<file path="src/design/wamm_ram.sv">
module wamm_ram #(
    parameter int WIDTH = 8,
    parameter int DEPTH = 16
) (
    input  logic                     aclk,
    input  logic                     wr_en,
    input  logic [$clog2(DEPTH)-1:0] wr_addr,
    input  logic [WIDTH-1:0]         wr_data,
    input  logic [$clog2(DEPTH)-1:0] rd_addr,
    output logic [WIDTH-1:0]         rd_data
);

    logic [WIDTH-1:0] mem [DEPTH];

    always_ff @(posedge aclk) begin
        if (wr_en) begin
            mem[wr_addr] <= wr_data;
        end
        rd_data <= mem[rd_addr];
    end

endmodule

</file>
<file path="config.mk">
export PLATFORM = sky130hd
export DESIGN_NAME = wamm_ram
export DESIGN_NICKNAME = d
export VERILOG_FILES = /design/src/design/wamm_ram.sv
export SDC_FILE = /design/constraint.sdc
export NUM_CORES = 1
export LEC_CHECK = 0
export ABC_AREA = 1
export BUFFER_PORTS_ARGS = -buffer_cell sky130_fd_sc_hd__buf_2
export CAP_MARGIN = 20
export CORE_MARGIN = 2
export CORE_UTILIZATION = 65
export CTS_CLUSTER_SIZE = 16
export DETAILED_ROUTE_END_ITERATION = 8
export PLACE_DENSITY = 0.84
export SKIP_LAST_GASP = 1
export SLEW_MARGIN = 10
export SYNTH_ARGS = -nofsm -noshare
export SYNTH_HDL_FRONTEND = slang
export SYNTH_SLANG_ARGS = --single-unit
</file>
<file path="constraint.sdc">
create_clock -name aclk -period 2.4 [get_ports aclk]
set_input_delay 0.24 -clock aclk [delete_from_list [all_inputs] [get_ports aclk]]
set_output_delay 0.24 -clock aclk [all_outputs]
set_load 0.01 [all_outputs]
</file>
==> metrics.json <==
{
  "worst_setup_path": {
    "setup.worst_path.start_class": "flip-flop",
    "crit-reg2reg-capture": "rd_data[1]",
    "cp_class": "reg2out",
    "reg2regPathDepth": 6,
    "critical_path_buf_inv_count": 1,
    "timing.critical_path.max_delay_family": "flip-flops",
    "reg2reg_setup_slack_ns": 1.26,
    "crit_fanout": 1,
    "critPathSlowestCell": "sky130_fd_sc_hd__dfxtp_1",
    "setup.worst_path.end_class": "primary output",
    "cpPeakStageDelay_ns": 0.38,
    "path_cells": "buf_2",
    "crit_arrival_ns": 1.07,
    "worst_r2r_startpoint": "mem[9][1]",
    "worst-endpoint-required_ns": 2.16
  },
  "cells_and_area": {
    "layout-area-overhead-vs-synth_pct": 12.5,
    "layout.cells.most_common_list": "173 x sky130_fd_sc_hd__nand2_1, 128 x sky130_fd_sc_hd__edfxtp_1, 100 x sky130_fd_sc_hd__inv_1",
    "fin_nets": 592,
    "layout-drive-gt1-share_pct": 10.4,
    "post-route-util_pct": 74.7,
    "nFillCells": 511,
    "antenna_cells": 0,
    "layout_commonest_cell": "sky130_fd_sc_hd__nand2_1"
  },
  "sta": {
    "final.setup_skew_ns": 0.00507,
    "maxSlewViolCount": 0,
    "period_share_pct": 54.4,
    "period_minus_slack_ns": 1.31,
    "hold_violation_total_from_the_final_report": 0,
    "tightestPinTransition_ns": 0.843,
    "postLayoutSetupSlackWorst_ns": 1.09,
    "grt_setup_unrepaired": "false",
    "final.setup.tns_ns": 0,
    "hold_slack_ns": 0.0688,
    "max-slew-margin-rel_pct": 43.6,
    "setup_viol_count_final": 0,
    "maxClockFrequency_ghz": 0.766
  },
  "yosys": {
    "synth_seq_cells": 136,
    "synth_warnings": 0,
    "syn_inst": 551,
    "synthesis.area_mm2": 0.00577,
    "synth_cell_type_count": 12,
    "synth_fp_nets": 569,
    "netlist.area_leader.share_pct": 66.7,
    "yosys.area.top_type": "sky130_fd_sc_hd__edfxtp_1",
    "post_synth_main_area_contributors": "sky130_fd_sc_hd__edfxtp_1 67%, sky130_fd_sc_hd__nand2_1 11%, sky130_fd_sc_hd__nand3_1 8.4%",
    "average_size_of_a_mapped_cell_um2": 10.5,
    "yosysSeqAreaShare_pct": 69.4
  },
  "min_path": {
    "whs_path_depth": 3,
    "min_from": "rd_addr[3]",
    "worst_hold_path_type": "in2reg",
    "worstHoldEndpoint": "rd_data[6]"
  },
  "route": {
    "vias_per_cell": 5.86,
    "num_vias": 4070,
    "drc": 0,
    "drt-initial-drc-count": 583,
    "drtPass1Iterations": 6,
    "wl_mm": 13.4,
    "antenna_violating_nets_post_route": 0,
    "per_cell_routed_wire_length_um": 19.3
  },
  "place": {
    "gp_congestion": 0.863,
    "port_buffers": 25,
    "hpwl_mm": 7.59,
    "preCtsSetupSlack_ns": 0.732
  },
  "die": {
    "placementRows": 34,
    "floorplan.io_pins": 26,
    "floorplan_core_area_mm2": 0.00868,
    "initial_core_util_pct": 66.5,
    "die_area_mm2": 0.00964,
    "die_width_um": 98.2,
    "die_height_um": 98.2
  },
  "global_route": {
    "first_global_vias": 3987,
    "grt_pass1_wl_mm": 21.0,
    "gr-total-overflow": 0,
    "pin_count_of_the_biggest_net_entering_global_routing": 65,
    "antenna_violations_before_repair": 0,
    "grtUsageTotal_pct": 29.7
  },
  "clock_tree": {
    "cts-hold-fix-buffers": 0,
    "tritoncts": "done",
    "cts_htree_levels": 4,
    "numClockSinks": 136,
    "clockRootBuffer": "sky130_fd_sc_hd__clkbuf_8",
    "cts.path.max_buffers": 2,
    "post-cts-setup-buffer-count": 0,
    "clock_transition_time_at_the_flip_flop_clock_pins_of_the_worst_setup_and_hold_paths_ns": 0.06,
    "number_of_buffers_inserted_during_clock_tree_synthesis": 17,
    "clock_latency_on_the_worst_skew_pair_ns": 0.53,
    "cts_resized": 0
  },
  "job": {
    "max_cap_viol_count": 0
  },
  "power_and_ir_drop": {
    "fin_total_pwr_w": 0.00558,
    "worst_ir_drop_vdd_v": 0.000647,
    "powerDensity_mw_per_mm2": 860,
    "cellLeakagePower_nw": 2.81
  },
  "run_status": {
    "run_status": "finished, final reports clean"
  }
}
## worst max path at each step
stage | start | to | cells after the start
after global routing | rd_data[2] | rd_data[2] | 1
after floorplan | wr_addr[2] | mem[10][0] | 2
after detailed placement | wr_addr[3] | mem[7][0] | 3
after global placement | wr_addr[3] | mem[7][6] | 3
final | rd_data[2] | rd_data[2] | 1
after CTS | rd_data[2] | rd_data[2] | 1
## stage by stage
| step | std cells | cell area [um2] |
|---|---|---|
| final | 695 | 6490 |
| after global routing | 695 | 6490 |
| after CTS | 695 | 6490 |
| after detailed placement | 663 | 5900 |
| after global placement | 663 | 5900 |
| after floorplan | 551 | 5770 |
## cell usage after synthesis
master                       n
sky130_fd_sc_hd__nor2_1     17
sky130_fd_sc_hd__dfxtp_1     8
sky130_fd_sc_hd__buf_4       4
sky130_fd_sc_hd__buf_6       6
sky130_fd_sc_hd__edfxtp_1  128
sky130_fd_sc_hd__nand2_1   173
sky130_fd_sc_hd__nand3_1    97
sky130_fd_sc_hd__inv_1     100
sky130_fd_sc_hd__inv_2       2
sky130_fd_sc_hd__nand3b_1    2
sky130_fd_sc_hd__buf_1       1
sky130_fd_sc_hd__buf_2      13
## flip-flops by register name (all words and copies together) (netlist names)
register,count
mem,128
rd_data,8
## worst reg2reg max path, delay by kind of cell, from the launching register on
family	cells	cell delay, ns
buffers and inverters	1	0.08
flip-flops	1	0.38
AND/OR/NAND/NOR	5	0.59
## metal layers
layer  up-vias  part of all wire (%)  routed length [um]  GRT usage [%]
met5         -                     0                   0              0
met4         0                   4.7                 624           15.5
met3        53                    11                1510           9.02
met2       332                    48                6400           46.4
met1      1865                    36                4860           38.1
li1       1820                     -                   -              -
## report_power, final
part           switching (W)  leakage [nW]  total, W  internal, W
Combinational       0.000237          1.31  0.000324    0.0000867
Sequential         0.0000207          1.22   0.00268      0.00266
Clock               0.000996         0.274   0.00258      0.00158
## cells by family (layout without fill, tap and decap cells)
group / count (synthesis) / count (layout) / synth area share (%)
and+or+nand+nor: 289 / 289 / 21.0
DFF: 136 / 136 / 69.4
buffers and inverters: 126 / 162 / 9.52
## area by class of cell
class / count / area, um2 / share of cell area, %
sequential: 136 / 4000 / 61.7
multi-input combinational: 289 / 1210 / 18.7
clock buffer: 17 / 414 / 6.39
inverter: 102 / 383 / 5.90
clock inverter: 15 / 176 / 2.72
timing repair buffer: 28 / 160 / 2.47
tap: 108 / 135 / 2.08
No activity file was read; power rests on OpenSTA's default activity.
