$ cat src/design/wamm_pkg.sv
package wamm_pkg;

    localparam int CHANNELS      = 8;
    localparam int HISTORY_DEPTH = 64;
    localparam int CH_BITS       = 3;
    localparam int POS_BITS      = 6;
    localparam int CNT_BITS      = 7;
    localparam int MEM_DEPTH     = CHANNELS * HISTORY_DEPTH;
    localparam int ADDR_BITS     = CH_BITS + POS_BITS;
    localparam int ENTRY_BITS    = 64;
    localparam int QUEUE_DEPTH   = 2;

    localparam logic ACTION_PUSH  = 1'b0;
    localparam logic ACTION_QUERY = 1'b1;

    typedef struct packed {
        logic               action;
        logic [2:0]         channel;
        logic [31:0]        event_time;
        logic signed [31:0] sample_value;
        logic [31:0]        window_length;
    } in_item_t;

    typedef struct packed {
        logic signed [31:0] average;
        logic               average_valid;
        logic signed [31:0] window_min;
        logic signed [31:0] window_max;
        logic               extremes_valid;
        logic [31:0]        newest_time;
    } out_item_t;

    // Query command handed from the front end to the back end.
    typedef struct packed {
        logic [CH_BITS-1:0]  channel;
        logic [POS_BITS-1:0] newest_pos;
        logic [CNT_BITS-1:0] count;
        logic [31:0]         now;
        logic [31:0]         len;
    } query_cmd_t;

endpackage

$ cat src/design/wamm_divider.sv
module wamm_divider (
    input  logic        aclk,
    input  logic        aresetn,
    input  logic        start,
    input  logic [63:0] dividend,
    input  logic [31:0] divisor,
    output logic        busy,
    output logic        done,
    output logic [63:0] quotient
);

    logic [63:0] q_reg, q_next;
    logic [32:0] r_reg, r_next;
    logic [31:0] d_reg, d_next;
    logic [6:0]  cnt_reg, cnt_next;
    logic        busy_reg, busy_next;
    logic        done_reg, done_next;
    logic [32:0] shifted;

    always_comb begin
        q_next    = q_reg;
        r_next    = r_reg;
        d_next    = d_reg;
        cnt_next  = cnt_reg;
        busy_next = busy_reg;
        done_next = 1'b0;
        shifted   = {r_reg[31:0], q_reg[63]};
        if (start) begin
            q_next    = dividend;
            r_next    = '0;
            d_next    = divisor;
            cnt_next  = 7'd64;
            busy_next = 1'b1;
        end else if (busy_reg) begin
            if (shifted >= {1'b0, d_reg}) begin
                r_next = shifted - {1'b0, d_reg};
                q_next = {q_reg[62:0], 1'b1};
            end else begin
                r_next = shifted;
                q_next = {q_reg[62:0], 1'b0};
            end
            cnt_next = cnt_reg - 7'd1;
            if (cnt_reg == 7'd1) begin
                busy_next = 1'b0;
                done_next = 1'b1;
            end
        end
    end

    always_ff @(posedge aclk) begin
        if (!aresetn) begin
            busy_reg <= 1'b0;
            done_reg <= 1'b0;
            cnt_reg  <= '0;
        end else begin
            busy_reg <= busy_next;
            done_reg <= done_next;
            cnt_reg  <= cnt_next;
        end
        q_reg <= q_next;
        r_reg <= r_next;
        d_reg <= d_next;
    end

    assign busy     = busy_reg;
    assign done     = done_reg;
    assign quotient = q_reg;

endmodule

$ cat src/design/wamm_back.sv
module wamm_back (
    input  logic                  aclk,
    input  logic                  aresetn,
    input  logic                  q_valid,
    output logic                  q_ready,
    input  wamm_pkg::query_cmd_t  q_data,
    output logic [wamm_pkg::ADDR_BITS-1:0]  mem_rd_addr,
    input  logic [wamm_pkg::ENTRY_BITS-1:0] mem_rd_data,
    output logic                  idle,
    output logic                  m_valid,
    input  logic                  m_ready,
    output wamm_pkg::out_item_t   m_data
);
    import wamm_pkg::*;

    localparam logic [2:0] ST_IDLE = 3'd0;
    localparam logic [2:0] ST_READ = 3'd1;
    localparam logic [2:0] ST_STEP = 3'd2;
    localparam logic [2:0] ST_MUL  = 3'd3;
    localparam logic [2:0] ST_DIV  = 3'd4;
    localparam logic [2:0] ST_WAIT = 3'd5;
    localparam logic [2:0] ST_OUT  = 3'd6;

    logic [2:0]          st_reg, st_next;
    query_cmd_t          cmd_reg, cmd_next;
    logic [CNT_BITS-1:0] k_reg, k_next;
    logic [63:0]         acc_reg, acc_next;
    logic [31:0]         prev_reg, prev_next;
    logic signed [31:0]  lastv_reg, lastv_next;
    logic signed [31:0]  lo_reg, lo_next, hi_reg, hi_next;
    logic [31:0]         newest_reg, newest_next;
    logic                ext_on_reg, ext_on_next;
    logic                avg_on_reg, avg_on_next;
    logic                fill_reg, fill_next;
    logic [31:0]         wt_reg, wt_next;
    logic signed [31:0]  mv_reg, mv_next;
    logic [63:0]         prod_reg;
    out_item_t           res_reg, res_next;
    logic                mval_reg, mval_next;

    logic [31:0]         t, a, age;
    logic signed [31:0]  v;
    logic                div_start, div_busy, div_done;
    logic [63:0]         div_in, div_q;
    logic                neg;

    assign t = mem_rd_data[63:32];
    assign v = mem_rd_data[31:0];
    assign age = (t > cmd_reg.now) ? 32'd0 : cmd_reg.now - t;
    assign a = (age < prev_reg) ? prev_reg : age;
    assign mem_rd_addr = {cmd_reg.channel, cmd_reg.newest_pos - k_reg[POS_BITS-1:0]};
    assign neg = acc_reg[63];
    assign div_in = neg ? (64'd0 - acc_reg) : acc_reg;

    wamm_divider u_div (
        .aclk     (aclk),
        .aresetn  (aresetn),
        .start    (div_start),
        .dividend (div_in),
        .divisor  (cmd_reg.len),
        .busy     (div_busy),
        .done     (div_done),
        .quotient (div_q)
    );

    assign q_ready = (st_reg == ST_IDLE) && !mval_reg;
    assign idle    = (st_reg == ST_IDLE) && !q_valid;
    assign m_valid = mval_reg;
    assign m_data  = res_reg;

    always_comb begin
        st_next     = st_reg;
        cmd_next    = cmd_reg;
        k_next      = k_reg;
        acc_next    = acc_reg;
        prev_next   = prev_reg;
        lastv_next  = lastv_reg;
        lo_next     = lo_reg;
        hi_next     = hi_reg;
        newest_next = newest_reg;
        ext_on_next = ext_on_reg;
        avg_on_next = avg_on_reg;
        fill_next   = fill_reg;
        wt_next     = wt_reg;
        mv_next     = mv_reg;
        res_next    = res_reg;
        mval_next   = mval_reg;
        div_start   = 1'b0;
        if (mval_reg && m_ready) begin
            mval_next = 1'b0;
        end
        case (st_reg)
            ST_IDLE: begin
                if (q_valid && q_ready) begin
                    cmd_next = q_data;
                    k_next   = '0;
                    acc_next = '0;
                    prev_next = '0;
                    if (q_data.count == '0) begin
                        res_next  = '0;
                        mval_next = 1'b1;
                    end else begin
                        st_next = ST_READ;
                    end
                end
            end
            ST_READ: st_next = ST_STEP;
            ST_STEP: begin
                // The average walk and the extremes scan share one read per sample.
                if (k_reg == '0) begin
                    lo_next = v;
                    hi_next = v;
                    newest_next = t;
                    ext_on_next = (t > cmd_reg.now) || (cmd_reg.now - t < cmd_reg.len);
                    avg_on_next = (cmd_reg.len != 0) && (cmd_reg.count != CNT_BITS'(1));
                end else if (ext_on_reg) begin
                    if (t <= cmd_reg.now && cmd_reg.now - t > cmd_reg.len) begin
                        ext_on_next = 1'b0;
                    end else begin
                        if (v < lo_reg) lo_next = v;
                        if (v > hi_reg) hi_next = v;
                    end
                end
                fill_next = 1'b0;
                if (k_reg == '0 || avg_on_reg) begin
                    mv_next = v;
                    if (a < cmd_reg.len) begin
                        wt_next = a - prev_reg;
                        prev_next = a;
                        lastv_next = v;
                    end else begin
                        wt_next = cmd_reg.len - prev_reg;
                        prev_next = cmd_reg.len;
                    end
                    if (k_reg == '0 && !((cmd_reg.len != 0) &&
                                         (cmd_reg.count != CNT_BITS'(1)))) begin
                        wt_next = '0;
                    end
                    st_next = ST_MUL;
                end else begin
                    st_next = ST_MUL;
                    wt_next = '0;
                end
            end
            ST_MUL: begin
                st_next = ST_WAIT;
            end
            ST_WAIT: begin
                acc_next = acc_reg + prod_reg;
                if (fill_reg) begin
                    st_next = ST_DIV;
                end else if (k_reg + CNT_BITS'(1) < cmd_reg.count &&
                             (ext_on_reg || (avg_on_reg && prev_reg < cmd_reg.len))) begin
                    k_next  = k_reg + CNT_BITS'(1);
                    st_next = ST_READ;
                end else if (avg_on_reg && prev_reg < cmd_reg.len) begin
                    fill_next = 1'b1;
                    wt_next   = cmd_reg.len - prev_reg;
                    mv_next   = lastv_reg;
                    prev_next = cmd_reg.len;
                    st_next   = ST_MUL;
                end else begin
                    st_next = ST_DIV;
                end
            end
            ST_DIV: begin
                if (!avg_on_reg) begin
                    st_next = ST_OUT;
                end else if (!div_busy && !div_start) begin
                    div_start = 1'b1;
                    st_next   = ST_OUT;
                end
            end
            ST_OUT: begin
                if (!avg_on_reg || div_done) begin
                    res_next.average_valid  = (cmd_reg.len != 0);
                    if (!avg_on_reg) begin
                        res_next.average = (cmd_reg.len != 0) ? lastv_reg : '0;
                    end else begin
                        res_next.average = neg ? 32'(64'd0 - div_q) : div_q[31:0];
                    end
                    res_next.window_min     = lo_reg;
                    res_next.window_max     = hi_reg;
                    res_next.extremes_valid = 1'b1;
                    res_next.newest_time    = newest_reg;
                    mval_next = 1'b1;
                    st_next   = ST_IDLE;
                end
            end
            default: st_next = ST_IDLE;
        endcase
    end

    always_ff @(posedge aclk) begin
        if (!aresetn) begin
            st_reg   <= ST_IDLE;
            mval_reg <= 1'b0;
        end else begin
            st_reg   <= st_next;
            mval_reg <= mval_next;
        end
        cmd_reg    <= cmd_next;
        k_reg      <= k_next;
        acc_reg    <= acc_next;
        prev_reg   <= prev_next;
        lastv_reg  <= (st_reg == ST_STEP && k_reg == '0) ? v : lastv_next;
        lo_reg     <= lo_next;
        hi_reg     <= hi_next;
        newest_reg <= newest_next;
        ext_on_reg <= ext_on_next;
        avg_on_reg <= avg_on_next;
        fill_reg   <= fill_next;
        wt_reg     <= wt_next;
        mv_reg     <= mv_next;
        prod_reg   <= 64'($signed({1'b0, wt_reg}) * 33'(mv_reg));
        res_reg    <= res_next;
    end

endmodule

$ cat config.mk
export PLATFORM = sky130hd
export DESIGN_NAME = wamm_back
export DESIGN_NICKNAME = d
export VERILOG_FILES = /design/src/design/wamm_pkg.sv /design/src/design/wamm_divider.sv /design/src/design/wamm_back.sv
export SDC_FILE = /design/constraint.sdc
export NUM_CORES = 2
export LEC_CHECK = 0
export ABC_CLOCK_PERIOD_IN_PS = 9500
export BUFFER_PORTS_ARGS = -buffer_cell sky130_fd_sc_hd__buf_2
export CORE_ASPECT_RATIO = 0.5
export CORE_MARGIN = 8
export CORE_UTILIZATION = 50
export CTS_CLUSTER_SIZE = 40
export DETAILED_ROUTE_END_ITERATION = 7
export PLACE_DENSITY = 0.73
export SYNTH_ARGS = -nofsm -noshare
export SYNTH_HDL_FRONTEND = slang
export SYNTH_SLANG_ARGS = --single-unit
$ cat constraint.sdc
create_clock -name aclk -period 9.5 [get_ports aclk]
set_input_delay 0.475 -clock aclk [delete_from_list [all_inputs] [get_ports aclk]]
set_output_delay 0.475 -clock aclk [all_outputs]
set_load 0.005 [all_outputs]
==> metrics.cfg <==
[outcome]
outcome=finished clean

[worst_setup_path]
cp_max_fo=13
crit_top_cell=fa_1
worst_setup_path_end_kind=flop
critPathKind=reg -> reg
cp.arrival_ps=9620
start_kind=flop
cp.required_ps=10090
critPathSlowestCell=edfxtp_1
max_stage_delay_ps=960

[job]
maxCapViolCount=0

[logic_synthesis]
async_flop_share=0
synth_most_common_cell=inv_1
synth-main-ff-cell=edfxtp_1
yosysTopAreaCellShare=0.244
ys_ff_latch=713
syn_inst=7733
ys_top_cells_by_area=edfxtp_1 (24%), fa_1 (24%), ha_1 (11%)
synth.top_cells.by_count=inv_1 (1307), nand2_1 (1105), fa_1 (903)
synth_top_area_cell=edfxtp_1
syn_nets=9440
yosysSeqAreaShare=0.273
synth_warnings=0
synth_area_um2=74400
synth-edff-count=604
yosys.cell_types.count=91
syn_area_per_cell_um2=9.62

[timing]
max-slew-margin-rel=0.0594
fin_tns_setup_ps=0
tightest_slew_ps=1400
grt_setup_unrepaired=no
finalHoldViolations=0
finClkSkew_ps=34.4
period_share=0.951
finalCriticalPeriod_ps=9040
finalSetupViolCount=0
max_freq_mhz=111
slew_viol_final=0

[floorplan]
die-area_um2=162000
ios=290
coreArea_um2=148000
die_w_um=561
row_count=100
start_util=0.502
chipHeight_um=289

[clocking]
cts_tree=done
cts_made_buffers=72
clk_pin_slew_worst_paths_ps=60
clk_latency_ps=670
clock_path_buffers=3
ctsHtreeMaxLevel=3
clock-root-buffer=clkbuf_16
cts_sinks=713

[placed_design]
gp_congestion=0.939
dp.final_hpwl_mm=163
port_buffers=289
dp.cells=9849

[layout]
nFillCells=12800
area_delta_synth_final_pct=10.2
largest_register_ffs=130
fin_cells=10100
register_area_um2=20300
multi_input_area_um2=48000
nNetsFinal=9748
layout-drive-gt1-share=0.0780

[grt]
antenna_found_initial=11
grt_pass1_wl_mm=323
grt_overflow_total=0
grt_max_degree=118
grt_pass1_vias=58600
track_usage=0.252

[drt]
drt_first_pass_iters=6
routedWlPerCell_um=20.3
ant_nets=0
wl_mm=205
viasPerCell=5.64
drc=0
via_count=57000
drt-initial-drc-count=4873

[worst_hold_path]
hold_path.class=in -> reg

[stage by stage]
stage / cell area (um2) / util / worst slack (ps) / hold slack [ps]
after floorplan: 74400 / - / 449 / 440
after global placement: 78400 / 0.529 / 375 / 462
after detailed placement: 78400 / 0.529 / 288 / 464
after CTS: 81900 / 0.552 / 376 / 1.03
after global routing: 82000 / 0.553 / 40.3 / 9.99
final: 82000 / 0.553 / 461 / 41.0
[cell usage in the layout, fill, tap and decap left out, types with 17 or more instances in the layout]
cell type / instances
or3_1: 29
nand4_1: 74
nor4_1: 30
nor3_1: 61
o311ai_0: 25
dfxtp_1: 109
mux2_2: 17
buf_2: 289
nand2_1: 1102
inv_1: 1304
o22ai_1: 26
xnor2_1: 160
o21bai_1: 39
ha_1: 656
and3_1: 34
o31ai_1: 57
nor2b_1: 42
a22o_1: 35
o41ai_1: 17
a211oi_1: 41
buf_4: 151
dlygate4sd3_1: 103
o21a_1: 51
or4_1: 22
fa_1: 903
nor2_1: 340
o21ai_0: 279
and2_1: 361
a21oi_1: 274
xor2_1: 158
clkbuf_16: 78
nand3_1: 83
nand2b_1: 77
a31oi_1: 25
edfxtp_1: 604
a21o_1: 158
[area by class of cell]
type,count,area share
multi-input cells,5396,0.586
flip-flops and latches,713,0.248
inverters,1308,0.0599
repair buffers,550,0.0458
well taps,1989,0.0304
clock buffers,90,0.0247
clock inverters,44,0.00545
diodes,7,0.000214
[worst paths after layout]
| check | endpoint | from | depth (start not counted) | slack [ps] |
|---|---|---|---|---|
| setup / recovery | prod_reg[57] | wt_reg[16] | 28 | 460 |
| hold / removal | newest_reg[26] | mem_rd_data[58] | 1 | 40 |
| setup reg to reg | prod_reg[57] | wt_reg[16] | 28 | 460 |
| hold reg to reg | u_div.r_reg[31] | u_div.r_reg[31] | 2 | 470 |
[metal layers]
layer / up-vias / global-route usage / share of wire
met5: - / 0 / 0
met4: 0 / 0.0900 / 0.037
met3: 423 / 0.0425 / 0.080
met2: 2192 / 0.425 / 0.47
met1: 28500 / 0.330 / 0.41
li1: 25900 / - / -
[logic make-up after synthesis]
logic type               Yosys count  synth area share
buffers and inverters           1624            0.0827
adder cells (fa/ha/maj)         1559             0.353
multiplexers                      29           0.00419
XOR/XNOR                         318            0.0375
AND/OR/NAND/NOR                 2314             0.145
AO/OA/AOI/OAI                   1176             0.104
flip-flops                       713             0.273
[what timing repair did]
| item | CTS | global route |
|---|---|---|
| buffers inserted | 0 | 4 |
| setup endpoints to repair | 0 | 94 |
| hold endpoints to repair | 103 | 0 |
| resized for setup | 0 | 1 |
| hold buffers | 103 | 0 |
[critical path, delay by kind of cell (launching register included)]
| family | cells | cell delay [ps] |
|---|---|---|
| adder cells (fa/ha/maj) | 9 | 4360 |
| XOR/XNOR | 1 | 130 |
| flip-flops | 1 | 960 |
| AND/OR/NAND/NOR | 3 | 300 |
| AO/OA/AOI/OAI | 8 | 2430 |
| buffers and inverters | 7 | 730 |
Power is not shown: default switching activity piles up to over one toggle a cycle in this logic, so the estimate is an artifact.
