**src/design/wamm_pkg.sv**
```systemverilog
package wamm_pkg;

    localparam int CHANNELS      = 8;
    localparam int HISTORY_DEPTH = 64;
    localparam int CH_BITS       = 3;
    localparam int POS_BITS      = 6;
    localparam int CNT_BITS      = 7;
    localparam int MEM_DEPTH     = CHANNELS * HISTORY_DEPTH;
    localparam int ADDR_BITS     = CH_BITS + POS_BITS;
    localparam int ENTRY_BITS    = 64;
    localparam int QUEUE_DEPTH   = 2;

    localparam logic ACTION_PUSH  = 1'b0;
    localparam logic ACTION_QUERY = 1'b1;

    typedef struct packed {
        logic               action;
        logic [2:0]         channel;
        logic [31:0]        event_time;
        logic signed [31:0] sample_value;
        logic [31:0]        window_length;
    } in_item_t;

    typedef struct packed {
        logic signed [31:0] average;
        logic               average_valid;
        logic signed [31:0] window_min;
        logic signed [31:0] window_max;
        logic               extremes_valid;
        logic [31:0]        newest_time;
    } out_item_t;

    // Query command handed from the front end to the back end.
    typedef struct packed {
        logic [CH_BITS-1:0]  channel;
        logic [POS_BITS-1:0] newest_pos;
        logic [CNT_BITS-1:0] count;
        logic [31:0]         now;
        logic [31:0]         len;
    } query_cmd_t;

endpackage

```
**src/design/wamm_front.sv**
```systemverilog
module wamm_front (
    input  logic                aclk,
    input  logic                aresetn,
    input  logic                s_valid,
    output logic                s_ready,
    input  wamm_pkg::in_item_t  s_data,
    output logic                mem_wr_en,
    output logic [wamm_pkg::ADDR_BITS-1:0]  mem_wr_addr,
    output logic [wamm_pkg::ENTRY_BITS-1:0] mem_wr_data,
    output logic                q_valid,
    input  logic                q_ready,
    output wamm_pkg::query_cmd_t q_data,
    input  logic                back_idle
);
    import wamm_pkg::*;

    logic [POS_BITS-1:0] wpos_reg [CHANNELS];
    logic [CNT_BITS-1:0] fill_reg [CHANNELS];
    logic                is_push;
    logic                ch_ok;
    logic [POS_BITS-1:0] wpos;

    assign ch_ok   = ({1'b0, s_data.channel} < (CH_BITS+1)'(CHANNELS));
    assign is_push = (s_data.action == ACTION_PUSH);
    assign wpos    = wpos_reg[s_data.channel];

    // Pushes wait for an idle back end so a running walk never sees its ring change.
    assign s_ready = is_push ? (back_idle && !q_valid) : q_ready;

    assign mem_wr_en   = s_valid && s_ready && is_push && ch_ok;
    assign mem_wr_addr = {s_data.channel, wpos};
    assign mem_wr_data = {s_data.event_time, s_data.sample_value};

    assign q_valid          = s_valid && !is_push;
    assign q_data.channel   = s_data.channel;
    assign q_data.newest_pos = wpos - POS_BITS'(1);
    assign q_data.count     = ch_ok ? fill_reg[s_data.channel] : '0;
    assign q_data.now       = s_data.event_time;
    assign q_data.len       = s_data.window_length;

    always_ff @(posedge aclk) begin
        if (!aresetn) begin
            for (int i = 0; i < CHANNELS; i++) begin
                wpos_reg[i] <= '0;
                fill_reg[i] <= '0;
            end
        end else if (mem_wr_en) begin
            wpos_reg[s_data.channel] <= wpos + POS_BITS'(1);
            if (fill_reg[s_data.channel] < CNT_BITS'(HISTORY_DEPTH)) begin
                fill_reg[s_data.channel] <= fill_reg[s_data.channel] + CNT_BITS'(1);
            end
        end
    end

endmodule

```
**config.mk**
```make
export PLATFORM = sky130hd
export DESIGN_NAME = wamm_front
export DESIGN_NICKNAME = d
export VERILOG_FILES = /design/src/design/wamm_pkg.sv /design/src/design/wamm_front.sv
export SDC_FILE = /design/constraint.sdc
export NUM_CORES = 1
export LEC_CHECK = 0
export BUFFER_PORTS_ARGS = -buffer_cell sky130_fd_sc_hd__buf_2
export CAP_MARGIN = 15
export CORE_MARGIN = 4
export CORE_UTILIZATION = 52
export DETAILED_ROUTE_END_ITERATION = 6
export GPL_ROUTABILITY_DRIVEN = 1
export HOLD_SLACK_MARGIN = 0.08
export PLACE_DENSITY = 0.95
export SKIP_CTS_REPAIR_TIMING = 1
export SLEW_MARGIN = 20
export SYNTH_ARGS = -nofsm -noshare
export SYNTH_HDL_FRONTEND = slang
export SYNTH_SLANG_ARGS = --single-unit
```
**constraint.sdc**
```tcl
create_clock -name aclk -period 7 [get_ports aclk]
set_input_delay 1.4 -clock aclk [delete_from_list [all_inputs] [get_ports aclk]]
set_output_delay 1.4 -clock aclk [all_outputs]
set_load 0.05 [all_outputs]
```
==> results.ini, run 1 <==
[global_route]
grt_usage_pct = 23.7
antenna_found_initial = 0
grt_pass1_wl_um = 22600
grt_pass1_vias = 3365
grt_max_degree = 45
grt.overflow.total = 0

[synthesis]
synth_top_area_cell = edfxtp_1
syn_inst = 512
yosysSeqAreaShare_pct = 51.6
synth-simple-area-share_pct = 12.6
synth_fa_ha_area_share_pct = 0.620
yosys-top-cells-area = edfxtp_1 52%, buf_4 17%, mux4_2 6.7%, nor2_1 6.6%, nand2_1 1.7%
async_flop_share_pct = 0
synth_cell_types = 57
ys_ff_latch = 104
muxShareOfSynthArea_pct = 9.49
synth_warnings = 0
syn-cell-area_sq_um = 6050
synth_xor_area_share_pct = 2.60
synth_top_family_by_area = buffers and inverters
synth_compound_gate_area_share_pct = 3.78
synthesis.nets = 620
syn_avg_cell_area_sq_um = 11.8
synth-edff-count = 104
synth_top_area_share_pct = 51.6
yosys_most_used_dff = edfxtp_1

[pwr]
power_leakage_nw = 2.07
clockPowerShare_pct = 36.0
power_frac_comb_pct = 15.3
p_sw_mw = 0.393
p_int_mw = 1.07
sw_frac_of_total_pct = 26.8
seq_power_share_pct = 48.6
power.density_nw_per_um2 = 262
ir_drop_uv = 237

[worst_setup_path]
critPathBufInv = 3
critical_path_class = primary input to primary output
max_stage_delay_ps = 650
crit_top_cell = buf_2
rr_worst_depth = 8
required_ps = 5600
r2r_start = fill_reg[4][0]
crit_family = buffers and inverters
start_kind = primary input
cp_slowest_cell = buf_2
cp_max_fo = 34
r2r_end = fill_reg[1][4]
ff2ff_setup_slack_ps = 4280
crit_chain = buf_2 -> mux4_2 -> mux2_2 -> inv_1 -> ha_1 -> nand3_1 -> xnor2_1 -> buf_2
crit_arrival_ps = 4020
critPathCaptureType = primary output

[sta]
worst_pin_slew_ps = 934
rsz0062_at_grt = no
period_share_pct = 77.4
clock_skew_ps = 5.48
finalSetupTns_ps = 0
setup_viol = 0
slew_viol_final = 0
slew_headroom_pct = 37.7
min_period_ps = 5420
maxClockFrequency_mhz = 184
finalHoldWorstSlack_ps = 1020
hold_violations = 0

[routing]
firstDrtPassIters = 5
detail_route.vias_per_cell = 6.36
drcViolationCount = 0
num_vias = 3548
wire_per_inst_um = 28.6
wirelength_um = 16000
ant_nets = 0
drt_iter0_markers = 514

[die]
die-area_sq_um = 13400
num_rows = 39
die_w_um = 116
ioPinCount = 261
start_util_pct = 53.0
core_area_sq_um = 11400
fp.dieH_um = 116

[worst_hold_path]
min_to = fill_reg[2][0]
hold-path-cell-count = 3
worstHoldStart = fill_reg[2][6]
hold_path_class = flop to flop

[place]
io_buffers = 36
dpl.hpwl_um = 12000
routabilityCongestion = 0.887

[clock_network]
clk_path_buf_depth = 2
cts_tree = yes
clock_latency_ps = 350
clkSlewWorstSetupHoldPaths_ps = 70
h-tree-depth = 3
cts_sinks = 104
numCtsBuffers = 9
root_buffer = clkbuf_16

[cells_and_area]
antenna_cells = 0
syn2layout_area_growth_pct = -7.50
final.fill_count = 910
nNetsFinal = 518
drive_gt1_share_pct = 24.3
largest_reg_flops = 56

[status]
outcome = finished, final reports clean

[job]
cap_violations = 0

==> layer usage <==
metal / up-vias / part of all wire [%] / global-route usage (%)
li1: 1438 / - / -
met1: 1665 / 26 / 23.0
met2: 411 / 49 / 37.7
met3: 34 / 23 / 19.6
met4: 0 / 2.4 / 8.28
met5: - / 0 / 0
==> metrics by stage <==
stage	instance area, sq um	power, mW	util [%]	setup slack, ps	cells
finish	5600	1.47	49.0	1580	558
detailed placement	5290	0.947	46.3	1580	542
floorplan	6050	1.10	-	1110	512
global route	5600	1.50	49.0	1420	558
CTS	5600	1.46	49.0	1590	558
global placement	5290	0.938	46.3	1770	542
==> worst max-delay path by stage <==
stage          slack, ps  depth (start not counted)        from         end
3_5_place_dp        1580                          8  s_data[96]  q_data[75]
6_report            1580                          8  s_data[96]  q_data[75]
5_1_grt             1420                          8  s_data[96]  q_data[75]
2_1_floorplan       1110                          9  s_data[96]  q_data[75]
4_1_cts             1590                          8  s_data[96]  q_data[75]
3_3_place_gp        1770                          8  s_data[96]  q_data[75]
==> power groups by stage <==
stage / logic, mW / registers (mW) / clock network [mW]
after floorplan: 0.375 / 0.723 / 0
after global placement: 0.213 / 0.725 / 0
after detailed placement: 0.221 / 0.726 / 0
after CTS: 0.222 / 0.713 / 0.523
after global routing: 0.236 / 0.715 / 0.545
final: 0.225 / 0.713 / 0.529
==> cells in the mapped netlist, types with 2 or more instances <==
library cell	instances
nand3b_1	2
and2_1	2
xor2_2	3
buf_2	5
nand2_1	27
a21oi_1	3
and3_1	3
nand3_2	2
inv_2	4
nor2_1	107
xnor2_2	4
nand3_1	17
a21oi_2	3
a31oi_1	2
a21o_1	2
ha_1	3
mux2_2	5
xnor2_1	4
clkbuf_1	3
nor2b_1	4
buf_4	136
inv_1	7
mux2i_1	5
edfxtp_1	104
o21ai_0	2
buf_6	3
mux4_2	18
nand4_1	3
==> cell families (layout without fill, tap and decap cells) <==
group | after synthesis | count (layout)
compound gates | 26 | 26
xor+xnor | 12 | 12
mux | 32 | 32
flops | 104 | 104
buf+inv | 161 | 64
simple gates | 174 | 174
fa+ha+maj | 3 | 3
==> area by class of cell <==
cell class / count / area (sq um) / area share [%]
sequential: 104 / 3120 / 55.8
timing repair buffer: 36 / 180 / 3.22
multi-input combinational: 247 / 1760 / 31.4
tap: 143 / 179 / 3.20
clock buffer: 10 / 229 / 4.09
inverter: 12 / 45.0 / 0.804
clock inverter: 6 / 83.8 / 1.50
==> cells in the final DEF (no fill, tap or decap), types with 5 or more instances in the layout <==
master     Yosys  layout
nand3_1       17      17
edfxtp_1     104     104
buf_2          5      36
mux2i_1        5       5
mux2_2         5       5
clkbuf_16      0       9
inv_1          7       7
nor2_1       107     107
mux4_2        18      18
nand2_1       27      27
==> worst register-to-register path, delay by kind of cell, from the launching register on <==
| kind | cells | cell delay [ps] |
|---|---|---|
| and+or+nand+nor | 3 | 570 |
| muxes | 2 | 460 |
| adders and majority gates | 1 | 450 |
| xor gates and xnor gates | 1 | 400 |
| DFF | 1 | 390 |
| AOI/OAI and AO/OA | 1 | 190 |
Power figures use the tool's default switching activity.
==> run 2, diff against run 1 <==
ABC_AREA = 1   (was unset)
CORE_UTILIZATION = 50   (was 52)
PLACE_DENSITY = 0.91   (was 0.95)
clock period = 5.53 ns   (was 7 ns; I/O delays follow)
==> run 2 against run 1 <==
Sequential power rose by 27%. Combinational power rose by 40%. Cell area rose by 11%. Cell count rose by 47%. Synthesized area rose by 9.7%. Critical path type unchanged. Highest routed layer unchanged.
==> results.ini, run 2 <==
[global_route]
grt.overflow.total = 0
grt_max_degree = 53
grt_pass1_wl_um = 22200
grt_pass1_vias = 4351
antenna_found_initial = 0
grt_usage_pct = 19.4

[sta]
maxClockFrequency_mhz = 218
slew_headroom_pct = 46.9
period_share_pct = 82.8
rsz0062_at_grt = no
clock_skew_ps = 9.13
min_period_ps = 4580
finalHoldWorstSlack_ps = 938
finalSetupTns_ps = 0
slew_viol_final = 0
hold_violations = 0
worst_pin_slew_ps = 795
setup_viol = 0

[synthesis]
yosysMostFrequentCell = nand2_1
syn-cell-area_sq_um = 6640
synth_top_area_share_pct = 47.0
syn_inst = 747
synth_top_area_cell = edfxtp_1
yosysSeqAreaShare_pct = 47.0
synth_warnings = 0
synth_cell_types = 36
ys_top_cells_by_count = 203 x nand2_1, 140 x buf_4, 110 x nor2_1
synthesis.nets = 855
yosys_most_used_dff = edfxtp_1
ys_ff_latch = 104
syn_avg_cell_area_sq_um = 8.89
async_flop_share_pct = 0
synth-edff-count = 104
yosys-top-cells-area = edfxtp_1 47%, buf_4 16%, nand2_1 11%, nor2_1 6.2%, inv_1 3.5%

[cells_and_area]
multiInputGateArea_sq_um = 2070
fin_cells = 820
final.fill_count = 1116
drive_gt1_share_pct = 17.9
syn2layout_area_growth_pct = -6.84
seqCellArea_sq_um = 3120
final_util_pct = 48.3
nNetsFinal = 751
final_common_cell = nand2_1
mostFrequentLayoutCells = 203 x nand2_1, 110 x nor2_1, 104 x edfxtp_1
antenna_cells = 0
largest_reg_flops = 56

[worst_setup_path]
required_ps = 4420
crit_arrival_ps = 3470
critPathCaptureType = primary output
start_kind = primary input
cp_max_fo = 20
critical_path_class = primary input to primary output
ff2ff_setup_slack_ps = 2890

[pwr]
clockPowerShare_pct = 35.2
sw_frac_of_total_pct = 27.9
total_power_mw = 1.88
p_int_mw = 1.35
seq_power_share_pct = 48.1
p_sw_mw = 0.524
power.density_nw_per_um2 = 303
power_leakage_nw = 2.69
ir_drop_uv = 160
power_frac_comb_pct = 16.8

[die]
ioPinCount = 261
start_util_pct = 51.8
fp.dieH_um = 123
die_w_um = 123
die-area_sq_um = 15200
core_area_sq_um = 12800
num_rows = 41

[clock_network]
root_buffer = clkbuf_16
h-tree-depth = 3
clock_latency_ps = 350
clk_path_buf_depth = 2
clkSlewWorstSetupHoldPaths_ps = 70
numCtsBuffers = 9
cts_sinks = 104
cts_tree = yes

[status]
outcome = finished, final reports clean

[job]
cap_violations = 0

[routing]
drt_iter0_markers = 436
drcViolationCount = 0
wire_per_inst_um = 17.3
num_vias = 4387
detail_route.vias_per_cell = 5.35
ant_nets = 0
firstDrtPassIters = 5
wirelength_um = 14200

[place]
routabilityCongestion = 0.876
dp_cells = 804
dpl.hpwl_um = 9690
io_buffers = 36

[worst_hold_path]
hold_path_class = flop to flop

run 2: changes by cell type after synthesis, moves of 6 or more:
| cell | previous run | this run |
|---|---|---|
| inv_1 | 7 | 62 |
| nand2_2 | 0 | 13 |
| mux4_2 | 18 | 0 |
| buf_6 | 3 | 9 |
| nand2_1 | 27 | 203 |
| nor2_2 | 0 | 15 |
| nand3_1 | 17 | 27 |
run 2: layout make-up:
| type | instances | share of cell area (%) |
|---|---|---|
| clock buffer | 12 | 3.82 |
| clock inverter | 4 | 1.11 |
| inverter | 74 | 4.57 |
| multi-input combinational | 416 | 33.4 |
| sequential | 104 | 50.5 |
| tap | 172 | 3.48 |
| timing repair buffer | 38 | 3.15 |
run 2: logic make-up (layout without fill, tap and decap cells):
logic type	Yosys count	in the layout	synth area share [%]
and+or+nand+nor	393	393	27.5
buffers and inverters	227	128	21.9
DFF	104	104	47.0
AOI/OAI and AO/OA	11	11	1.11
xor gates and xnor gates	9	9	1.92
adders and majority gates	3	3	0.565
run 2: worst max-delay path, stage by stage:
cell and delay (ps):
buf_2 400, inv_2 240, nor2_2 260, nand3_1 100, nand2_1 90, inv_2 40, nand2_2 220, inv_1 140
ha_1 300, clkinv_1 250, buf_2 320
run 2: path summary, 6_finish.rpt:
path,startpoint,to,cells past startpoint
max,s_data[97],q_data[72],11
min,fill_reg[1][6],fill_reg[1][6],5
min reg2reg,fill_reg[1][6],fill_reg[1][6],5
max reg2reg,fill_reg[0][0],fill_reg[3][2],9
run 2: per-layer routing:
| metal | GRT usage (%) | vias up | part of all wire [%] |
|---|---|---|---|
| met4 | 10.3 | 0 | 4.2 |
| met3 | 6.72 | 67 | 12 |
| li1 | - | 1988 | - |
| met2 | 32.9 | 314 | 50 |
| met5 | 0 | - | 0 |
| met1 | 21.4 | 2018 | 34 |
run 2: metrics by stage:
stage | area, sq um | worst slack, ps
floorplan | 6640 | 1230
global placement | 5880 | 1110
detailed placement | 5880 | 1020
CTS | 6190 | 1010
global route | 6190 | 797
finish | 6190 | 950
run 2: power by group through the flow:
stage                     combinational [mW]  sequential, mW  clock [mW]
final                                  0.315           0.902       0.659
after global routing                   0.337           0.904       0.694
after CTS                              0.313           0.902       0.654
after detailed placement               0.309           0.918           0
after global placement                 0.304           0.917           0
after floorplan                        0.496           0.916           0
