[src/design/wamm_pkg.sv]
package wamm_pkg;

    localparam int CHANNELS      = 8;
    localparam int HISTORY_DEPTH = 64;
    localparam int CH_BITS       = 3;
    localparam int POS_BITS      = 6;
    localparam int CNT_BITS      = 7;
    localparam int MEM_DEPTH     = CHANNELS * HISTORY_DEPTH;
    localparam int ADDR_BITS     = CH_BITS + POS_BITS;
    localparam int ENTRY_BITS    = 64;
    localparam int QUEUE_DEPTH   = 2;

    localparam logic ACTION_PUSH  = 1'b0;
    localparam logic ACTION_QUERY = 1'b1;

    typedef struct packed {
        logic               action;
        logic [2:0]         channel;
        logic [31:0]        event_time;
        logic signed [31:0] sample_value;
        logic [31:0]        window_length;
    } in_item_t;

    typedef struct packed {
        logic signed [31:0] average;
        logic               average_valid;
        logic signed [31:0] window_min;
        logic signed [31:0] window_max;
        logic               extremes_valid;
        logic [31:0]        newest_time;
    } out_item_t;

    // Query command handed from the front end to the back end.
    typedef struct packed {
        logic [CH_BITS-1:0]  channel;
        logic [POS_BITS-1:0] newest_pos;
        logic [CNT_BITS-1:0] count;
        logic [31:0]         now;
        logic [31:0]         len;
    } query_cmd_t;

endpackage

[src/design/wamm_queue.sv]
module wamm_queue (
    input  logic                  aclk,
    input  logic                  aresetn,
    input  logic                  in_valid,
    output logic                  in_ready,
    input  wamm_pkg::query_cmd_t  in_data,
    output logic                  out_valid,
    input  logic                  out_ready,
    output wamm_pkg::query_cmd_t  out_data
);
    import wamm_pkg::*;

    query_cmd_t  slot_reg [QUEUE_DEPTH];
    logic        rd_reg, rd_next;
    logic        wr_reg, wr_next;
    logic [1:0]  cnt_reg, cnt_next;
    logic        push, pop;

    assign in_ready  = (cnt_reg != 2'(QUEUE_DEPTH));
    assign out_valid = (cnt_reg != 2'd0);
    assign out_data  = slot_reg[rd_reg];
    assign push      = in_valid && in_ready;
    assign pop       = out_valid && out_ready;

    always_comb begin
        rd_next  = pop  ? ~rd_reg : rd_reg;
        wr_next  = push ? ~wr_reg : wr_reg;
        cnt_next = cnt_reg + 2'(push) - 2'(pop);
    end

    always_ff @(posedge aclk) begin
        if (!aresetn) begin
            rd_reg  <= 1'b0;
            wr_reg  <= 1'b0;
            cnt_reg <= '0;
        end else begin
            rd_reg  <= rd_next;
            wr_reg  <= wr_next;
            cnt_reg <= cnt_next;
        end
        if (push) begin
            slot_reg[wr_reg] <= in_data;
        end
    end

endmodule

[config.mk]
export PLATFORM = sky130hd
export DESIGN_NAME = wamm_queue
export DESIGN_NICKNAME = d
export VERILOG_FILES = /design/src/design/wamm_pkg.sv /design/src/design/wamm_queue.sv
export SDC_FILE = /design/constraint.sdc
export NUM_CORES = 1
export LEC_CHECK = 0
export BUFFER_PORTS_ARGS = -buffer_cell sky130_fd_sc_hd__buf_2
export CORE_MARGIN = 1
export CORE_UTILIZATION = 40
export CTS_CLUSTER_DIAMETER = 120
export DETAILED_ROUTE_END_ITERATION = 10
export SYNTH_ARGS = -nofsm -noshare
export SYNTH_HDL_FRONTEND = slang
export SYNTH_SLANG_ARGS = --single-unit
[constraint.sdc]
create_clock -name aclk -period 9.09 [get_ports aclk]
set_input_delay 0.909 -clock aclk [delete_from_list [all_inputs] [get_ports aclk]]
set_output_delay 0.909 -clock aclk [all_outputs]
set_load 0.02 [all_outputs]
==> results.md, run 1 <==
- Part of the power in the clock network: 0.307
- Critical Path Sink: out_data[11]
- Worst EP arrival: 2.56 ns
- Post-synth net total: 359
- Syn Inst Count: 273
- Hold/Removal Path Class: register to register
- Diode count: 0
- Maximum vdd drop: 0.1646 mV
- Fmax achieved: 0.2879 GHz
- Seq pwr share: 0.432
- Reg2reg start: cnt_reg[0]$_SDFF_PN0_
- Area of the die: 0.01654 mm2
- Final TNS setup: 0 ns
- Unrepaired setup endpoints after global routing: no
- Pwr/cell area: 294.3 mW/mm2
- Max reg flops: 160
- DRC viols: 0
- Worst hold slack: 0.5400 ns
- Gpl congestion: 0.6509
- Switching Fraction: 0.2756
- Die height: 128.6 um
- Reg-to-Reg End: slot_reg[0][50]$_DFFE_PP_
- Ys Warns: 0
- Total setup buffers inserted after CTS: 0
- Outcome: finished clean
- Layout area overhead: 24.08%
- Clk sink count: 165
- Initial antenna violation count: 1
- Worst setup EP type: output pin
- P_leak: 3.119 nW
- Total gr overflow: 0
- Crit path kind: register to output pin
- Ports: 166
- Clk_lat worst skew: 0.41 ns
- # rows: 45
- Final setup viols: 0
- First-pass GRT wire length: 15,970 um
- Post-CTS sizing: 0
- Measured slew at the worst slew-check pin: 1.175 ns
- I/O Buffers: 165
- Setup WS post-layout: 5.617 ns
- Final Hold Viols: 0
- Slowest stage delay, CP: 0.80 ns
- H-tree depth: 4
- Vias in the first global route: 3,157
- Max-slew violation count: 0
- Worst-path cell chain: buf_4, mux2_4, buf_2
- WL per Instance: 15.62 um
- Via-per-instance ratio: 4.508
- Comb pwr share: 0.261
- Post-DP HPWL: 6611 um
- Startpoint Class: register
- Share of the synthesized area in the top cell type: 0.7494
- Top FF cell, synth: edfxtp_1
- Core area: 0.01543 mm2
- Req. time, crit path: 8.18 ns
- CTS tree: yes
- Starting DRT DRC Count: 150
- Drt pass-1 iters: 4
- Max Cap Viol: 0
- Sw Pwr: 0.0006453 W
- Worst path slowest cell: dfxtp_4
- Clock skew: 0.005350 ns
- Gr usage total: 0.1326
- Worst Reg2Reg Path Length in Cells: 4
- Setup WS pre-CTS: 5.905 ns
- Vias: 3,034
- Sequential cell area fraction in the yosys report: 0.7650
- Die X: 128.6 um
- Number of buffers created by CTS: 17
- Largest net degree at the start of global routing: 81
- Total Wirelength: 10,510 um
- Worst Path Max Fanout: 44
- Initial Util: 0.4156
- Synthesized area per cell: 23.48 um2
- Hold depth: 2
- Final instance area: 0.007955 mm2
- DP Area: 0.007361 mm2
- Top cells by count, synth: edfxtp_1 (160), mux2_4 (80), buf_12 (8)
- Number of flops mapped to enable cells by yosys: 160
- Reg2reg setup slack: 6.45 ns
- Relative slew slack: 0.2150
- Synth cell types: 17
- Largest area contributor in the netlist: edfxtp_1
- Fraction of registers with async set/reset: 0
- Yosys reg bits: 165
- Maximum clock path buffer count: 2
- Period Utilization, post-route: 0.3821
- Most frequent cell after synthesis: edfxtp_1
- Ratio of cells with drive above 1 in the final layout: 0.5974
- Int Power: 0.001696 W
- Post-route ant nets: 0
- # hold bufs at CTS: 0
- Synth Cell Area: 0.006411 mm2
- Clock Tree Root: clkbuf_16
- Tmin final: 3.473 ns
- Top post-synthesis cells by area: edfxtp_1 (75%), mux2_4 (19%), buf_12 (2.5%), dfxtp_1 (1.6%), xnor2_1 (0.41%)
- Final net count: 536
- Reg clk slew, reported paths: 0.06 ns
## stage by stage
step	utilization	power, W	std cells
3_3_place_gp	0.4771	0.001646	642
6_report	0.5157	0.002341	673
4_1_cts	0.5157	0.002376	673
5_1_grt	0.5157	0.002447	673
3_5_place_dp	0.4771	0.001652	642
2_1_floorplan	-	0.001523	273
## worst min path at each step
stage                               end                 from
floorplan           wr_reg$_SDFFE_PN0N_  wr_reg$_SDFFE_PN0N_
global placement    wr_reg$_SDFFE_PN0N_  wr_reg$_SDFFE_PN0N_
detailed placement  wr_reg$_SDFFE_PN0N_  wr_reg$_SDFFE_PN0N_
CTS                 wr_reg$_SDFFE_PN0N_  wr_reg$_SDFFE_PN0N_
global route                   register  rd_reg$_SDFFE_PN0P_
finish              wr_reg$_SDFFE_PN0N_  wr_reg$_SDFFE_PN0N_
## cells by family (layout without fill, tap and decap cells)
family                     Yosys count  after routing  share of synthesized area
AOI/OAI and AO/OA                    1              1                   0.001171
xor gates and xnor gates             3              3                   0.004099
adders and majority gates            2              2                   0.003903
buffers and inverters               10            199                    0.02732
DFF                                165            165                     0.7650
muxes                               81             81                     0.1889
and+or+nand+nor                     11             11                   0.009563
## placed cells by master (no fill, tap or decap), drive strengths merged, types with 3 or more instances in the layout
cell    Yosys  layout
bufinv      0       4
clkbuf      0      19
edfxtp    160     160
xnor2       3       3
mux2       80      80
buf         9     167
clkinv      0       7
dfxtp       5       5
## power by group through the flow
stage                     registers (W)  clock network (W)  logic (W)
final                           0.00101           0.000719   0.000611
after global routing            0.00102           0.000766   0.000657
after CTS                       0.00102           0.000736   0.000625
after detailed placement        0.00103                  0   0.000622
after global placement          0.00103                  0   0.000621
after floorplan                 0.00100                  0   0.000521
## worst max-delay path, delay by kind of cell (launching register included)
kind	cells	cell delay, ns
buf+inv	2	0.91
mux	1	0.36
flops	1	0.80
## layer usage
metal / track usage / up-vias / part of all wire
li1: - / 1429 / -
met1: 0.1511 / 1486 / 0.42
met2: 0.2184 / 104 / 0.49
met3: 0.05946 / 13 / 0.078
met4: 0.05190 / 2 / 0.011
met5: 0 / - / 0.00095
## area by class of cell
| cell class | instances | area [um2] |
|---|---|---|
| inverters | 1 | 3.754 |
| repair buffers | 167 | 840.8 |
| fillers | 1314 | 7472 |
| multi-input cells | 98 | 1344 |
| flip-flops and latches | 165 | 4908 |
| clock inverters | 12 | 161.4 |
| clock buffers | 19 | 432.9 |
| well taps | 211 | 264.0 |
No activity file was read; power rests on OpenSTA's default activity.
==> inputs of run 2 (changes only) <==
ABC_AREA = 1   (was default)
clock period = 3.5 ns   (was 9.09 ns; I/O delays follow)
==> results.md, run 2 <==
- Synthesized area per cell: 22.52 um2 (was 23.48 um2)
- DRC viols: 0 (unchanged)
- Reg2reg start: cnt_reg[0]$_SDFF_PN0_ (unchanged)
- Post-synth net total: 371 (was 359)
- Fmax achieved: 0.4099 GHz
- Setup WS pre-CTS: 1.472 ns (was 5.905 ns)
- Reg clk slew, reported paths: 0.06 ns (about the same)
- Worst path slowest cell: dfxtp_4 (unchanged)
- Slowest stage delay, CP: 0.74 ns (was 0.80 ns)
- WL per Instance: 16.04 um (was 15.62 um)
- Via-per-instance ratio: 4.537 (was 4.508)
- Post-DP HPWL: 7191 um (was 6611 um)
- Number of buffers created by CTS: 17 (unchanged)
- Largest net degree at the start of global routing: 35 (was 81)
- Final Hold Viols: 0 (unchanged)
- Drt pass-1 iters: 4 (unchanged)
- Number of flops mapped to enable cells by yosys: 160 (unchanged)
- Relative slew slack: 0.5932 (was 0.2150)
- Maximum clock path buffer count: 2 (unchanged)
- Worst Reg2Reg Path Length in Cells: 5 (was 4)
- Tmin final: 2.440 ns
- Diode count: 0 (unchanged)
- Sequential cell area fraction in the yosys report: 0.7643 (was 0.7650)
- Gpl congestion: 0.7478 (was 0.6509)
- Post-route ant nets: 0 (unchanged)
- Worst path depth: 3 (unchanged)
- Clock skew: 0.007639 ns (was 0.005350 ns)
- Highest-count cells in the layout ignoring fill and taps: buf_2 (165), edfxtp_1 (160), mux2_4 (80) (unchanged)
- Startpoint Class: register (unchanged)
- # rows: 45 (unchanged)
- Clk_lat worst skew: 0.42 ns (was 0.41 ns)
- Worst EP arrival: 2.09 ns (was 2.56 ns)
- H-tree depth: 4 (unchanged)
- Max reg flops: 160 (unchanged)
- Top cells by count, synth: edfxtp_1 (160), mux2_4 (80), nand2_1 (9) (was edfxtp_1 (160), mux2_4 (80), buf_12 (8))
- Initial Util: 0.4160 (was 0.4156)
- Total gr overflow: 0 (unchanged)
- Ys Warns: 0 (unchanged)
- Req. time, crit path: 3.15 ns (was 8.18 ns)
- Buf/Inv on CP: 2 (unchanged)
- Ratio of cells with drive above 1 in the final layout: 0.5917 (was 0.5974)
- P_leak: 3.153 nW (was 3.119 nW)
- Final setup viols: 0 (unchanged)
- Initial antenna violation count: 1 (unchanged)
- Total setup buffers inserted after CTS: 0 (unchanged)
- Share of the synthesized area in the top cell type: 0.7487 (was 0.7494)
- Largest delay share family, worst path: flip-flops (was buffers and inverters)
- First-pass GRT wire length: 16,710 um (was 15,970 um)
- Clk sink count: 165 (unchanged)
- Die height: 128.7 um (was 128.6 um)
- Period Utilization, post-route: 0.6971
- Final TNS setup: 0 ns (unchanged)
- Crit path kind: register to output pin (unchanged)
- Final net count: 553 (was 536)
- Synth cell types: 11 (was 17)
- Setup WS post-layout: 1.060 ns (was 5.617 ns)
- Largest area contributor in the netlist: edfxtp_1 (unchanged)
- Core area: 0.01543 mm2 (unchanged)
- Area of the die: 0.01655 mm2 (was 0.01654 mm2)
- CTS tree: yes (unchanged)
- Outcome: finished clean (unchanged)
- # hold bufs at CTS: 0 (unchanged)
- Pwr/cell area: 745.1 mW/mm2 (was 294.3 mW/mm2)
- Critical Path Sink: out_data[6] (was out_data[11])
- Synth Cell Area: 0.006417 mm2 (was 0.006411 mm2)
- Top FF cell, synth: edfxtp_1 (unchanged)
- Max-slew violation count: 0 (unchanged)
- Vias in the first global route: 3,316 (was 3,157)
- Post-CTS sizing: 0 (unchanged)
- Reg2reg setup slack: 1.59 ns (was 6.45 ns)
- Syn Inst Count: 285 (was 273)
- I/O Buffers: 165 (unchanged)
- Die X: 128.7 um (was 128.6 um)
- Clock Tree Root: clkbuf_16 (unchanged)
- Commonest non-fill, non-tap cell in the layout: buf_2 (unchanged)
- Reg-to-Reg End: slot_reg[1][63]$_DFFE_PP_ (was slot_reg[0][50]$_DFFE_PP_)
- Unrepaired setup endpoints after global routing: no (unchanged)
- Total Wirelength: 11,080 um (was 10,510 um)
- Most frequent cell after synthesis: edfxtp_1 (unchanged)
- Top post-synthesis cells by area: edfxtp_1 (75%), mux2_4 (19%), buf_12 (2.5%), dfxtp_1 (1.6%), nand2_1 (0.53%) (was edfxtp_1 (75%), mux2_4 (19%), buf_12 (2.5%), dfxtp_1 (1.6%), xnor2_1 (0.41%))
- Yosys reg bits: 165 (unchanged)
- Hold/Removal Path Class: input port to register (was register to register)
- Measured slew at the worst slew-check pin: 0.6102 ns (was 1.175 ns)
- Worst Path Max Fanout: 31 (was 44)
- Ports: 166 (unchanged)
- Layout area overhead: 23.98% (was 24.08%)
- Gr usage total: 0.1392 (was 0.1326)
- Starting DRT DRC Count: 201 (was 150)
- Fraction of registers with async set/reset: 0 (unchanged)
- Worst-path cell chain: buf_4, mux2_4, buf_2 (unchanged)
- Max Cap Viol: 0 (unchanged)
- Worst setup EP type: output pin (unchanged)
- Maximum vdd drop: 0.3778 mV (was 0.1646 mV)
- Vias: 3,135 (was 3,034)
-- run 2: cell count changes after synthesis --
| cell | previous run | this run |
|---|---|---|
| nand2_1 | 2 | 9 |
| nor2_1 | 1 | 8 |
| inv_1 | 1 | 7 |
| nand3_1 | 0 | 3 |
| xnor2_1 | 3 | 0 |
| a21oi_1 | 0 | 2 |
| and2_1 | 2 | 0 |
| nand2b_1 | 2 | 0 |
| nor2b_1 | 2 | 0 |
| and3_1 | 1 | 0 |
| mux2i_1 | 1 | 0 |
| o21a_1 | 1 | 0 |
| or2_2 | 1 | 0 |
-- run 2: layout make-up --
| class | count | area [um2] |
|---|---|---|
| clock buffers | 18 | 429.2 |
| clock inverters | 14 | 113.9 |
| fillers | 1301 | 7471 |
| inverters | 7 | 27.53 |
| multi-input cells | 104 | 1323 |
| flip-flops and latches | 165 | 4908 |
| well taps | 211 | 264.0 |
| repair buffers | 172 | 890.9 |
-- run 2: power by group --
part	switching (W)	internal [W]
sequential	0.000134	0.00250
combinational	0.000874	0.000723
clock	0.000727	0.000969
-- run 2: routing by layer --
| metal | GRT usage | share of wire | vias up |
|---|---|---|---|
| met5 | 0 | 0.0012 | - |
| met4 | 0.04983 | 0.012 | 2 |
| met3 | 0.06611 | 0.086 | 14 |
| met2 | 0.2238 | 0.48 | 112 |
| met1 | 0.1632 | 0.42 | 1538 |
| li1 | - | - | 1469 |
-- run 2: cells by family (layout without fill, tap and decap cells) --
group / after synthesis / in the layout / synth area share
compound gates: 2 / 2 / 0.001560
fa+ha+maj: 2 / 2 / 0.003899
buf+inv: 16 / 211 / 0.03081
flops: 165 / 165 / 0.7643
mux: 80 / 80 / 0.1872
simple gates: 20 / 20 / 0.01228
-- run 2: worst reg2reg max path, stage by stage (launching register included) --
cell and delay (ns):
dfxtp_1 0.36, inv_1 0.07, nand2_1 0.12, nand3_1 0.12, clkinv_2 0.38, buf_4 0.48
-- run 2: worst min path at each step --
stage / startpoint / end / cells after the start
after floorplan: aresetn / cnt_reg[0]$_SDFF_PN0_ / 2
after global placement: rd_reg$_SDFFE_PN0P_ / rd_reg$_SDFFE_PN0P_ / 2
after detailed placement: rd_reg$_SDFFE_PN0P_ / register / 2
after CTS: in_data[6] / slot_reg[1][6]$_DFFE_PP_ / 1
after global routing: in_data[10] / slot_reg[0][10]$_DFFE_PP_ / 1
final: in_data[6] / slot_reg[1][6]$_DFFE_PP_ / 1
-- run 2: through the flow --
stage,instances,util,power [W],hold WS [ns],cell area [um2]
final,691,0.5157,0.005929,0.1177,7956
after floorplan,285,-,0.003919,0.4435,6420
after CTS,691,0.5157,0.006005,0.09382,7956
after global routing,691,0.5157,0.006199,0.09439,7956
after global placement,659,0.4805,0.004277,0.4859,7413
after detailed placement,659,0.4805,0.004298,0.5027,7413
